## config.mk

```make
export PLATFORM = sky130hd
export DESIGN_NAME = ctap_hid_message_reassembler_core_flat
export DESIGN_NICKNAME = d
export VERILOG_FILES = /design/src/hdl/ctap_pkg.sv /design/src/hdl/ctap_report_if.sv /design/src/hdl/ctap_result_if.sv /design/src/hdl/ctap_hid_message_reassembler_core.sv /design/src/flat_wrapper.sv
export SDC_FILE = /design/constraint.sdc
export NUM_CORES = 1
export LEC_CHECK = 0
export ABC_AREA = 0
export BUFFER_PORTS_ARGS = -buffer_cell sky130_fd_sc_hd__buf_4
export CAP_MARGIN = 30
export CORE_MARGIN = 1
export CORE_UTILIZATION = 40
export CTS_BUF_LIST = sky130_fd_sc_hd__clkbuf_4
export CTS_CLUSTER_DIAMETER = 200
export DETAILED_ROUTE_END_ITERATION = 6
export PLACE_DENSITY_LB_ADDON = 0.15
export SETUP_SLACK_MARGIN = 0.1
export SYNTH_ARGS = -nofsm -noshare
export SYNTH_HDL_FRONTEND = slang
export SYNTH_SLANG_ARGS = --single-unit
```

## constraint.sdc

```tcl
create_clock -name clk -period 14.3 [get_ports clk]
set_input_delay 2.145 -clock clk [delete_from_list [all_inputs] [get_ports clk]]
set_output_delay 2.145 -clock clk [all_outputs]
set_load 0.05 [all_outputs]
```

## src/hdl/ctap_pkg.sv

```systemverilog
package ctap_pkg;

	// packet geometry
	localparam int PACKET_BYTES = 64;
	localparam int POS_W        = $clog2(PACKET_BYTES);

	localparam logic [POS_W-1:0] POS_TYPE       = POS_W'(4);
	localparam logic [POS_W-1:0] POS_LEN_HI     = POS_W'(5);
	localparam logic [POS_W-1:0] POS_LEN_LO     = POS_W'(6);
	localparam logic [POS_W-1:0] POS_INIT_DATA  = POS_W'(7);
	localparam logic [POS_W-1:0] POS_CONT_DATA  = POS_W'(5);
	localparam logic [POS_W-1:0] POS_LAST       = POS_W'(PACKET_BYTES - 1);

	localparam int INIT_FLAG_BIT = 7;

	localparam logic [15:0] MAX_PAYLOAD_RESET = 16'd7609;

	// result kinds
	localparam logic KIND_PAYLOAD = 1'b0;
	localparam logic KIND_STATUS  = 1'b1;

	// packet status codes
	localparam logic [1:0] STATUS_IN_PROGRESS = 2'd0;
	localparam logic [1:0] STATUS_COMPLETE    = 2'd1;
	localparam logic [1:0] STATUS_REFUSED     = 2'd2;

	// error codes
	localparam logic [1:0] ERR_NONE     = 2'd0;
	localparam logic [1:0] ERR_BUSY     = 2'd1;
	localparam logic [1:0] ERR_LENGTH   = 2'd2;
	localparam logic [1:0] ERR_SEQUENCE = 2'd3;

	// output queue
	localparam int RESQ_DEPTH = 4;
	localparam int RESQ_AW    = $clog2(RESQ_DEPTH);
	localparam int RESQ_CW    = $clog2(RESQ_DEPTH + 1);

	typedef struct packed {
		logic [1:0]  status;
		logic [1:0]  error;
		logic [31:0] channel;
		logic [6:0]  command;
		logic [15:0] length;
	} outcome_t;

	typedef struct packed {
		logic        kind;
		logic [7:0]  payload_byte;
		logic [15:0] payload_offset;
		logic [1:0]  packet_status;
		logic [1:0]  error_code;
		logic [31:0] channel_id;
		logic [6:0]  command;
		logic [15:0] message_length;
		logic        last_result;
	} result_t;

endpackage

```

## src/hdl/ctap_report_if.sv

```systemverilog
interface ctap_report_if;
	logic       valid;
	logic       ready;
	logic [7:0] report_byte;
	logic       start_of_packet;

	modport source (output valid, output report_byte, output start_of_packet, input ready);
	modport sink (input valid, input report_byte, input start_of_packet, output ready);
endinterface

```

## src/hdl/ctap_result_if.sv

```systemverilog
interface ctap_result_if;
	logic        valid;
	logic        ready;
	logic        result_kind;
	logic [7:0]  payload_byte;
	logic [15:0] payload_offset;
	logic [1:0]  packet_status;
	logic [1:0]  error_code;
	logic [31:0] channel_id;
	logic [6:0]  command;
	logic [15:0] message_length;
	logic        last_result;

	modport source (
		output valid, output result_kind, output payload_byte, output payload_offset,
		output packet_status, output error_code, output channel_id, output command,
		output message_length, output last_result, input ready
	);
	modport sink (
		input valid, input result_kind, input payload_byte, input payload_offset,
		input packet_status, input error_code, input channel_id, input command,
		input message_length, input last_result, output ready
	);
endinterface

```

## src/hdl/ctap_hid_message_reassembler_core.sv

```systemverilog
// channel   direction  word                                   handshake
// report    in         report_byte, start_of_packet           valid/ready
// result    out        one result (payload byte or status)    valid/ready
// cfg       in         max_payload                            cfg_wr_en, no wait
//
// one report word is taken per cycle; its zero, one or two results are
// written into a four-entry result queue at that edge and offered from
// the next cycle on, one per cycle while result.ready is high
// report.ready stays high while the queue has room for two results, so
// the input stalls only when the result side holds back
// arst_n clears packet, transaction and queue state; max_payload goes to 7609
module ctap_hid_message_reassembler_core (
	input  logic                 clk,
	input  logic                 arst_n,
	input  logic                 cfg_wr_en,
	input  logic [15:0]          cfg_wr_data,
	ctap_report_if.sink          report,
	ctap_result_if.source        result
);

	// configuration
	logic [15:0] max_payload_q;

	// packet parsing state
	logic [ctap_pkg::POS_W-1:0] pos_q, pos_d;
	logic [31:0] hdr_chan_q, hdr_chan_d;
	logic [7:0]  hdr_type_q, hdr_type_d;
	logic [7:0]  hdr_len_hi_q, hdr_len_hi_d;
	logic        accepting_q, accepting_d;
	ctap_pkg::outcome_t outcome_q, outcome_d;

	// open transaction
	logic [31:0] open_chan_q, open_chan_d;
	logic [6:0]  open_cmd_q, open_cmd_d;
	logic [15:0] exp_len_q, exp_len_d;
	logic [15:0] rcv_cnt_q, rcv_cnt_d;
	logic [7:0]  next_seq_q, next_seq_d;

	// result queue
	ctap_pkg::result_t resq_q [ctap_pkg::RESQ_DEPTH];
	logic [ctap_pkg::RESQ_AW-1:0] wr_ptr_q, rd_ptr_q;
	logic [ctap_pkg::RESQ_CW-1:0] cnt_q;

	// per-word decode
	logic [ctap_pkg::POS_W-1:0] pos;
	logic [ctap_pkg::POS_W-1:0] data_start;
	logic [15:0] init_len;
	logic        do_complete;
	logic        have_pay, have_stat;
	ctap_pkg::result_t pay_res, stat_res, res0, res1;
	logic [1:0]  n_res;
	logic        in_acc, out_acc;
	logic [ctap_pkg::RESQ_AW-1:0] wr_ptr_p1;

	assign in_acc  = report.valid && report.ready;
	assign out_acc = result.valid && result.ready;

	always_comb begin
		pos          = report.start_of_packet ? '0 : pos_q;
		pos_d        = pos_q;
		hdr_chan_d   = hdr_chan_q;
		hdr_type_d   = hdr_type_q;
		hdr_len_hi_d = hdr_len_hi_q;
		accepting_d  = accepting_q;
		outcome_d    = outcome_q;
		open_chan_d  = open_chan_q;
		open_cmd_d   = open_cmd_q;
		exp_len_d    = exp_len_q;
		rcv_cnt_d    = rcv_cnt_q;
		next_seq_d   = next_seq_q;
		do_complete  = 1'b0;
		have_pay     = 1'b0;
		have_stat    = 1'b0;
		init_len     = {hdr_len_hi_q, report.report_byte};
		pay_res      = '0;
		stat_res     = '0;

		// first word of a packet wipes the per-packet state
		if (pos == '0) begin
			outcome_d    = '0;
			accepting_d  = 1'b0;
			hdr_type_d   = '0;
			hdr_len_hi_d = '0;
		end

		if (pos < ctap_pkg::POS_TYPE) begin
			hdr_chan_d = {hdr_chan_q[23:0], report.report_byte};
		end else if (pos == ctap_pkg::POS_TYPE) begin
			hdr_type_d = report.report_byte;
			// continuation checks
			if (!report.report_byte[ctap_pkg::INIT_FLAG_BIT]) begin
				if (open_cmd_q == '0) begin
					outcome_d   = '{ctap_pkg::STATUS_REFUSED, ctap_pkg::ERR_SEQUENCE,
					                hdr_chan_q, 7'd0, 16'd0};
					accepting_d = 1'b0;
				end else if (open_chan_q != hdr_chan_q) begin
					outcome_d   = '{ctap_pkg::STATUS_REFUSED, ctap_pkg::ERR_BUSY,
					                hdr_chan_q, 7'd0, 16'd0};
					accepting_d = 1'b0;
				end else if ({1'b0, report.report_byte[6:0]} != next_seq_q) begin
					outcome_d   = '{ctap_pkg::STATUS_REFUSED, ctap_pkg::ERR_SEQUENCE,
					                hdr_chan_q, 7'd0, 16'd0};
					accepting_d = 1'b0;
				end else begin
					next_seq_d  = next_seq_q + 8'd1;
					accepting_d = 1'b1;
				end
			end
		end else if (pos == ctap_pkg::POS_LEN_HI) begin
			hdr_len_hi_d = report.report_byte;
		end else if (pos == ctap_pkg::POS_LEN_LO && hdr_type_q[ctap_pkg::INIT_FLAG_BIT]) begin
			// init checks: busy before length
			if (open_cmd_q != '0 && open_chan_q != hdr_chan_q) begin
				outcome_d   = '{ctap_pkg::STATUS_REFUSED, ctap_pkg::ERR_BUSY,
				                hdr_chan_q, 7'd0, 16'd0};
				accepting_d = 1'b0;
			end else if (init_len > max_payload_q) begin
				outcome_d   = '{ctap_pkg::STATUS_REFUSED, ctap_pkg::ERR_LENGTH,
				                hdr_chan_q, 7'd0, 16'd0};
				accepting_d = 1'b0;
			end else begin
				open_chan_d = hdr_chan_q;
				open_cmd_d  = hdr_type_q[6:0];
				exp_len_d   = init_len;
				rcv_cnt_d   = '0;
				next_seq_d  = '0;
				accepting_d = 1'b1;
				// zero-length message completes right away
				do_complete = (init_len == '0);
			end
		end

		// payload byte, clamped to the announced length
		data_start = hdr_type_d[ctap_pkg::INIT_FLAG_BIT] ? ctap_pkg::POS_INIT_DATA
		                                                  : ctap_pkg::POS_CONT_DATA;
		if (pos >= data_start && accepting_d && rcv_cnt_d < exp_len_d) begin
			have_pay               = 1'b1;
			pay_res.kind           = ctap_pkg::KIND_PAYLOAD;
			pay_res.payload_byte   = report.report_byte;
			pay_res.payload_offset = rcv_cnt_d;
			rcv_cnt_d              = rcv_cnt_d + 16'd1;
			if (rcv_cnt_d >= exp_len_d)
				do_complete = 1'b1;
		end

		// deliver and close the transaction
		if (do_complete) begin
			outcome_d   = '{ctap_pkg::STATUS_COMPLETE, ctap_pkg::ERR_NONE,
			                open_chan_d, open_cmd_d, exp_len_d};
			accepting_d = 1'b0;
			open_chan_d = '0;
			open_cmd_d  = '0;
			exp_len_d   = '0;
			rcv_cnt_d   = '0;
			next_seq_d  = '0;
		end

		// end-of-packet status, position wraps
		if (pos == ctap_pkg::POS_LAST) begin
			have_stat               = 1'b1;
			stat_res.kind           = ctap_pkg::KIND_STATUS;
			stat_res.packet_status  = outcome_d.status;
			stat_res.error_code     = outcome_d.error;
			stat_res.channel_id     = outcome_d.channel;
			stat_res.command        = outcome_d.command;
			stat_res.message_length = outcome_d.length;
			pos_d                   = '0;
		end else begin
			pos_d = pos + ctap_pkg::POS_W'(1);
		end
	end

	// order results and mark the last one of this word
	always_comb begin
		res0 = have_pay ? pay_res : stat_res;
		res1 = stat_res;
		res0.last_result = !(have_pay && have_stat);
		res1.last_result = 1'b1;
		n_res = {1'b0, have_pay} + {1'b0, have_stat};
	end

	assign wr_ptr_p1 = wr_ptr_q + ctap_pkg::RESQ_AW'(1);

	always_ff @(posedge clk or negedge arst_n) begin
		if (!arst_n) begin
			max_payload_q <= ctap_pkg::MAX_PAYLOAD_RESET;
		end else if (cfg_wr_en) begin
			max_payload_q <= cfg_wr_data;
		end
	end

	always_ff @(posedge clk or negedge arst_n) begin
		if (!arst_n) begin
			pos_q        <= '0;
			hdr_chan_q   <= '0;
			hdr_type_q   <= '0;
			hdr_len_hi_q <= '0;
			accepting_q  <= 1'b0;
			outcome_q    <= '0;
			open_chan_q  <= '0;
			open_cmd_q   <= '0;
			exp_len_q    <= '0;
			rcv_cnt_q    <= '0;
			next_seq_q   <= '0;
		end else if (in_acc) begin
			pos_q        <= pos_d;
			hdr_chan_q   <= hdr_chan_d;
			hdr_type_q   <= hdr_type_d;
			hdr_len_hi_q <= hdr_len_hi_d;
			accepting_q  <= accepting_d;
			outcome_q    <= outcome_d;
			open_chan_q  <= open_chan_d;
			open_cmd_q   <= open_cmd_d;
			exp_len_q    <= exp_len_d;
			rcv_cnt_q    <= rcv_cnt_d;
			next_seq_q   <= next_seq_d;
		end
	end

	// queue storage, no reset needed on payload
	always_ff @(posedge clk) begin
		if (in_acc && n_res != 2'd0) begin
			resq_q[wr_ptr_q] <= res0;
		end
		if (in_acc && n_res == 2'd2) begin
			resq_q[wr_ptr_p1] <= res1;
		end
	end

	always_ff @(posedge clk or negedge arst_n) begin
		if (!arst_n) begin
			wr_ptr_q <= '0;
			rd_ptr_q <= '0;
			cnt_q    <= '0;
		end else begin
			if (in_acc)
				wr_ptr_q <= wr_ptr_q + ctap_pkg::RESQ_AW'(n_res);
			if (out_acc)
				rd_ptr_q <= rd_ptr_q + ctap_pkg::RESQ_AW'(1);
			cnt_q <= cnt_q + (in_acc ? ctap_pkg::RESQ_CW'(n_res) : '0)
			               - (out_acc ? ctap_pkg::RESQ_CW'(1) : '0);
		end
	end

	// room for two results
	assign report.ready = (cnt_q <= ctap_pkg::RESQ_CW'(ctap_pkg::RESQ_DEPTH - 2));

	assign result.valid          = (cnt_q != '0);
	assign result.result_kind    = resq_q[rd_ptr_q].kind;
	assign result.payload_byte   = resq_q[rd_ptr_q].payload_byte;
	assign result.payload_offset = resq_q[rd_ptr_q].payload_offset;
	assign result.packet_status  = resq_q[rd_ptr_q].packet_status;
	assign result.error_code     = resq_q[rd_ptr_q].error_code;
	assign result.channel_id     = resq_q[rd_ptr_q].channel_id;
	assign result.command        = resq_q[rd_ptr_q].command;
	assign result.message_length = resq_q[rd_ptr_q].message_length;
	assign result.last_result    = resq_q[rd_ptr_q].last_result;

	// queue never overfills
	a_resq_bound: assert property (@(posedge clk) disable iff (!arst_n)
		cnt_q <= ctap_pkg::RESQ_CW'(ctap_pkg::RESQ_DEPTH))
		else $error("result queue overfilled");

	// received count stays within the announced length
	a_rcv_within_len: assert property (@(posedge clk) disable iff (!arst_n)
		rcv_cnt_q <= exp_len_q)
		else $error("received count beyond expected length");

	// emitted payload offset lies inside the message
	a_offset_in_msg: assert property (@(posedge clk) disable iff (!arst_n)
		(in_acc && have_pay) |-> (pay_res.payload_offset < exp_len_q ||
		                          pay_res.payload_offset < exp_len_d ||
		                          do_complete))
		else $error("payload offset outside message");

	// queue empties only through a handshake
	a_valid_drop: assert property (@(posedge clk) disable iff (!arst_n)
		($past(result.valid) && !result.valid) |-> $past(out_acc))
		else $error("result lost from queue");

	// a status goes out at the last position of a packet, and the position then wraps to zero
	a_status_pos: assert property (@(posedge clk) disable iff (!arst_n)
		(in_acc && have_stat) |=> (pos_q == '0))
		else $error("position did not wrap after status");

endmodule
```

## src/flat_wrapper.sv

```systemverilog
// flat-port wrapper written by rule: the top's interface ports become plain ports
module ctap_hid_message_reassembler_core_flat 
  (clk, arst_n, cfg_wr_en, cfg_wr_data, report_valid, report_report_byte, report_start_of_packet, report_ready, result_valid, result_result_kind, result_payload_byte, result_payload_offset, result_packet_status, result_error_code, result_channel_id, result_command, result_message_length, result_last_result, result_ready);
  ctap_report_if report_i ();
  ctap_result_if result_i ();
  input  logic clk;
  input  logic arst_n;
  input  logic cfg_wr_en;
  input  logic [15:0] cfg_wr_data;
  input wire logic [$bits(report_i.valid)-1:0] report_valid;
  input wire logic [$bits(report_i.report_byte)-1:0] report_report_byte;
  input wire logic [$bits(report_i.start_of_packet)-1:0] report_start_of_packet;
  output wire logic [$bits(report_i.ready)-1:0] report_ready;
  output wire logic [$bits(result_i.valid)-1:0] result_valid;
  output wire logic [$bits(result_i.result_kind)-1:0] result_result_kind;
  output wire logic [$bits(result_i.payload_byte)-1:0] result_payload_byte;
  output wire logic [$bits(result_i.payload_offset)-1:0] result_payload_offset;
  output wire logic [$bits(result_i.packet_status)-1:0] result_packet_status;
  output wire logic [$bits(result_i.error_code)-1:0] result_error_code;
  output wire logic [$bits(result_i.channel_id)-1:0] result_channel_id;
  output wire logic [$bits(result_i.command)-1:0] result_command;
  output wire logic [$bits(result_i.message_length)-1:0] result_message_length;
  output wire logic [$bits(result_i.last_result)-1:0] result_last_result;
  input wire logic [$bits(result_i.ready)-1:0] result_ready;
  assign report_i.valid = report_valid;
  assign report_i.report_byte = report_report_byte;
  assign report_i.start_of_packet = report_start_of_packet;
  assign report_ready = report_i.ready;
  assign result_valid = result_i.valid;
  assign result_result_kind = result_i.result_kind;
  assign result_payload_byte = result_i.payload_byte;
  assign result_payload_offset = result_i.payload_offset;
  assign result_packet_status = result_i.packet_status;
  assign result_error_code = result_i.error_code;
  assign result_channel_id = result_i.channel_id;
  assign result_command = result_i.command;
  assign result_message_length = result_i.message_length;
  assign result_last_result = result_i.last_result;
  assign result_i.ready = result_ready;
  ctap_hid_message_reassembler_core u_core (.clk(clk), .arst_n(arst_n), .cfg_wr_en(cfg_wr_en), .cfg_wr_data(cfg_wr_data), .report(report_i), .result(result_i));
endmodule
```

# Word-level counts from Yosys, hierarchy flattened

Memories as Yosys holds them, arrays and structs flattened.
Index checks and enable logic that the tools add are counted.

Equality and inequality tests: 15
Magnitude comparators: 6
Reduce and logical (&&, ||, !) cells: 19
$add $sub $neg: 9
Mux-type cells: 93

Operators with widths:

| kind                                                   | number |
|---|---|
| 2-to-1 mux 59 bit                                      | 13 |
| 2-to-1 mux 16 bit                                      | 15 |
| 2-to-1 mux 32 bit                                      | 7 |
| 2-to-1 mux 8 bit                                       | 18 |
| 2-to-1 mux 85 bit                                      | 1 |
| 2-to-1 mux 7 bit                                       | 7 |
| inequality test 32 bit                                 | 1 |
| 2-to-1 mux 1 bit                                       | 27 |
| 2-to-1 mux 24 bit                                      | 1 |
| equality test 6 x 3 -> 1 bit (second input constant)   | 3 |
| adder 16 x 1 -> 16 bit (second input constant)         | 1 |
| greater-or-equal comparator 16 bit                     | 1 |
| greater-than comparator 16 bit                         | 1 |
| logical NOT 16 bit                                     | 1 |
| < comparator 16 bit                                    | 1 |
| 2-to-1 mux 6 bit                                       | 2 |
| inequality test 3 x 2 -> 1 bit (second input constant) | 4 |
| AND reduction 10 bit                                   | 1 |
| logical AND 1 bit                                      | 9 |
| inequality test 3 x 1 -> 1 bit (second input constant) | 3 |
| adder 8 x 1 -> 8 bit (second input constant)           | 1 |
| inequality test 7 x 8 -> 1 bit                         | 1 |
| logical NOT 7 bit                                      | 1 |
| nonzero test 7 bit                                     | 1 |
| other kinds (18)                                       | 21 |

Word-level logic and storage cells: 162
Memories: 1
RAM bits: 340
Output and inout port bits: 87
Bits in registers: 216
Input port bits: 30

Memory list:

| memory        | words | bits a word | rd ports | clocked after memory_dff | wr ports | RTL line                                | RTL |
|---|---|---|---|---|---|---|---|
| u_core.resq_q | 4     | 85          | 1        | 0                        | 2        | ctap_hid_message_reassembler_core.sv:40 | `ctap_pkg::result_t resq_q [ctap_pkg::RESQ_DEPTH];` |

# Depth between registers and ports, before layout

Depth after elaboration: 15
Mapped depth: 31
Mapped depth without buffers: 25

# Worst setup path after synthesis

OpenSTA, ideal clock, no wires.

Kind: input -> register
Start point: input report_start_of_packet
End point: memory u_core.resq_q[0][10] in the netlist's numbering (enable)
Setup slack: 4.888 ns
Data arrival time: 8.998 ns
Path buffers: 7
Required time: 13.886 ns
Stages on the path: 25
Setup time: 0.414 ns
Cell sequence: clkbuf_1 -> nor2b_1 -> inv_1 -> ha_1 -> or4_1 -> buf_2 -> or3_1 -> clkbuf_1 -> buf_2 -> mux2i_1 -> ha_1 -> a21o_1 -> a21o_1 -> a2111o_1 -> nor4_1 -> o2111a_1 -> inv_2 -> buf_4 -> buf_2 -> ha_1 -> or3_1 -> nor2_1 -> a31oi_1 -> clkbuf_1 -> inv_1

RTL lines:

| item            | RTL line                                | RTL |
|---|---|---|
| start, declared | flat_wrapper.sv:12                      | `input wire logic [$bits(report_i.start_of_packet)-1:0] report_start_of_packet;` |
| end, declared   | ctap_hid_message_reassembler_core.sv:40 |  |

==> run summary <==
After filler insertion, the fill cell instance count of the layout stands at 6021. Hold repair after CTS inserted 0 buffers. The H-tree generated during clock tree synthesis spans 4 levels. The core region is 0.0646 mm^2. The tightest slew margin relative to the limit was 30.5%.

At the later pin of the worst-skew pair, clock insertion delay measures 1.00 ns. The count of state elements after synthesis came out at 556. The die extent in x is 258 um. The number of enable-type register cells in the synthesized netlist was 240; the achievable frequency was 114 MHz.

The length of the first detailed-routing pass in iterations is 5. The flow ran to the end, and the final reports show no timing, DRC or antenna violations. Summed over all layers, the routed wires come to 74100 um.

The register clock-pin slew on the reported worst setup and hold paths is 0.06 ns, and the fraction of registers with async set/reset is 38.8%. The delay contributed by the slowest stage of the critical path came out at 0.72 ns. The total count of hold-check failures in the final report was 0. The detail-routed net length per standard cell works out to 22.3 um. The die covers 0.0665 mm^2.

The post-synthesis instance total came out at 2197. The most area-hungry cell type in the Yosys netlist was edfxtp_1. The tools report the number of distinct standard cells referenced by the synthesized netlist as 72. Number of gates given a new drive strength after cts: 0. The period utilization is 61.5%, and the overall fraction of global-route tracks in use is 22.5%. Kind of end point of the critical path: a flop. After synthesis the cells add up to 0.0262 mm^2. The top flip-flop cell by instance count after synthesis was edfxtp_1. The logs give 0 for the final routed DRC violation total and 55.8% for the share of the yosys chip area belonging to registers.

The area growth from synthesis to layout is 14.4%. Walking the worst path, the cells encountered are buf_4 > nor2b_1 > inv_1 > ha_1 > or4_1 > or3_1 > buf_4 > mux2i_1 > ha_1 > a21o_1 > a21o_1 > a2111o_1 > nor4_1 > o2111a_1 > buf_4 > inv_2 > ha_1 > nor2_1 > nand2_1 > nor2_1 > nor2_1 > buf_4 > inv_2 > buf_4. In the routed layout, each cell is associated on average with a via count of 5.69. The number of clock buffers inserted by TritonCTS is 152, and the die span in y is 258 um. For the routability-driven placement congestion ratio, the log shows 0.865. The type of origin of the critical path was an input pin. Entering global routing, the biggest net connects 84 pins.

Of all nets on the critical path, the largest fanout is 60. Counting every sink on the clock net gives 556. The total grt overflow is 0, and the Yosys warning count is 0. The initial DRC count came out at 1458. The clock root buffer master is clkbuf_4. The top cell type by area accounts for 27.5% of the synthesized area. The first global-routing pass estimated 114000 um of wire.

The critical path required time was 14.91 ns. After synthesis, the most frequently instantiated cells are edfxtp_1 (240), nor2_1 (224), dfrtp_1 (207), nand2_1 (174), a22o_1 (120). Buffers placed on the I/O ports in this run total 116. The initial core utilization was 40.6%.

Setup repair after global routing left no endpoint under its margin. The tools report the number of slew-limit violations in the final report as 0. The actual transition at the worst max-transition pin came out at 1.03 ns.

The worst path needs 8.80 ns of the cycle, external delays included. The setup clock skew after layout is 0.0688 ns, and the number of nets in the layout is 2449. The power consumption is 0.00503 W.

In this run the deepest clock path goes through 3 buffers. In this run the mean area of a mapped cell was 11.9 um^2. IR analysis of the VDD net gives a maximum drop of 0.112 mV. The number of nets in the synthesized netlist is 2291. The type of the worst min-delay path was flop to flop. The routed layout has 18900 vias. Buffers added to address setup during post-CTS repair amount to 0.

The logs give 93 for the row count and 0 for the max capacitance violation total. The remaining antenna violation count after routing is 0. The most common cell in the synthesized netlist was edfxtp_1. The critical path's most frequent cell is buf_4. The run gives 117 as the number of placed I/O pins. The critical path is of the input pin to flop type. After routing, the total negative slack on setup checks comes to 0 ns. By area the synthesized netlist is led by edfxtp_1 (28%), dfrtp_1 (20%), dfxtp_1 (7.6%). Of the cells placed in the final design, the portion with a size suffix greater than 1 is 25.3%. The slowest stage of the critical path belongs to the cell or4_1. TritonCTS built the clock tree.

The number of global-route vias before repair was 19000; the total of endpoints with negative setup slack in the final report was 0. For the arrival time reported for the critical path endpoint, the log shows 9.41 ns. Number of antenna violations at the first check in global routing: 2. The analysis attributes to cell leakage a power of 11.7 nW. Once detailed placement completed, the half-perimeter wirelength came to 45600 um. Power per unit of standard cell area: 168 mW/mm^2.
## kinds of logic (layout without fill, tap and decap cells)
kind of cell,count (synthesis),after routing,synth area share (%)
flip-flops,556,556,55.8
AO/OA/AOI/OAI,477,477,13.8
other,0,4,0
buffers and inverters,238,507,3.74
adder cells (fa/ha/maj),64,64,3.09
XOR/XNOR,59,59,1.97
AND/OR/NAND/NOR,658,658,11.8
multiplexers,145,145,9.76
## power breakdown
part	total [W]	switching (W)	leakage, nW	internal (W)
Sequential	0.00191	0.000161	6.01	0.00175
Combinational	0.00165	0.00106	4.46	0.000592
Clock	0.00147	0.000682	1.18	0.000788
Total	0.00503	0.00190	11.7	0.00313
## registers in the layout, summed over array words and instances (netlist names), 7 cells and up
name and flops:
u_core.exp_len_q 16, u_core.hdr_chan_q 32, u_core.hdr_len_hi_q 8, u_core.hdr_type_q 8, u_core.max_payload_q 16, u_core.next_seq_q 8
u_core.open_chan_q 32, u_core.open_cmd_q 7, u_core.outcome_q 59, u_core.rcv_cnt_q 16, u_core.resq_q 340
## cell type report
class / instances / area, um^2 / share of cell area, %
Inverter: 78 / 293 / 0.977
Clock inverter: 28 / 196 / 0.655
Tap cell: 855 / 1070 / 3.57
Antenna cell: 4 / 10.0 / 0.0334
Clock buffer: 237 / 1780 / 5.94
Multi-Input combinational cell: 1403 / 10700 / 35.7
Timing Repair Buffer: 164 / 1310 / 4.37
Sequential cell: 556 / 14600 / 48.8
## layout by cell type, fill, tap and decap left out, types with 9 or more instances in the layout
cell type,count
and3_1,9
o21ai_0,75
clkinv_1,13
a22o_1,120
buf_4,158
ha_1,63
mux2i_1,26
nor2b_1,10
edfxtp_1,240
dfxtp_1,100
o211ai_1,40
nor2_2,50
and2_1,38
dfrtp_1,205
o22a_1,24
nor3_1,15
inv_2,9
o221ai_1,32
xnor2_1,47
nand2b_1,9
clkbuf_4,237
o31ai_1,20
or3_1,40
xor2_1,12
nor4_1,15
nand2_1,173
mux2_2,34
nand4_1,25
nand3_1,23
nor2_1,224
o2bb2ai_1,25
a2bb2oi_1,32
a21oi_1,36
inv_1,72
a21o_1,11
mux4_2,85
dfstp_2,9
## metal layers
metal	part of all wire (%)	up-vias	global-route usage (%)
met5	0	-	0
li1	-	8593	-
met1	45	9590	31.8
met3	5.8	117	4.60
met2	46	618	34.2
met4	2.4	0	8.02
## path summary, 6_finish.rpt
kind / startpoint / end / slack (ns) / cells past startpoint
worst min-delay path: u_core.resq_q[2][73]$_SDFFE_PP0P_ / u_core.resq_q[2][73]$_SDFFE_PP0P_ / 0.45 / 2
worst min register to register: u_core.resq_q[2][73]$_SDFFE_PP0P_ / u_core.resq_q[2][73]$_SDFFE_PP0P_ / 0.45 / 2
min in group asynchronous: arst_n / u_core.max_payload_q[15]$_DFFE_PN0P_ / 1.14 / 1
max in group asynchronous: arst_n / u_core.outcome_q[6]$_DFFE_PN0P_ / 10.88 / 3
worst max-delay path: report_start_of_packet / u_core.resq_q[2][43]$_DFFE_PP_ / 5.50 / 24
worst max register to register: u_core.hdr_chan_q[17]$_DFFE_PN0P_ / u_core.resq_q[2][43]$_DFFE_PP_ / 6.26 / 23
## per-stage QoR
step	setup slack (ns)	hold WS [ns]	util [%]	instance area [um^2]	std cells
3_5_place_dp	4.61	0.440	43.3	28000	3056
4_1_cts	5.66	0.455	46.4	30000	3321
3_3_place_gp	4.76	0.431	43.2	27900	3051
2_1_floorplan	4.89	0.420	-	26200	2197
6_report	5.50	0.453	46.4	30000	3325
5_1_grt	5.19	0.475	46.4	30000	3325
## critical path, delay by kind of cell
family	cells	cell delay (ns)
multiplexers	1	0.44
AO/OA/AOI/OAI	4	1.02
adder cells (fa/ha/maj)	3	0.97
AND/OR/NAND/NOR	8	2.67
buffers and inverters	8	2.04
Power figures use the tool's default switching activity.
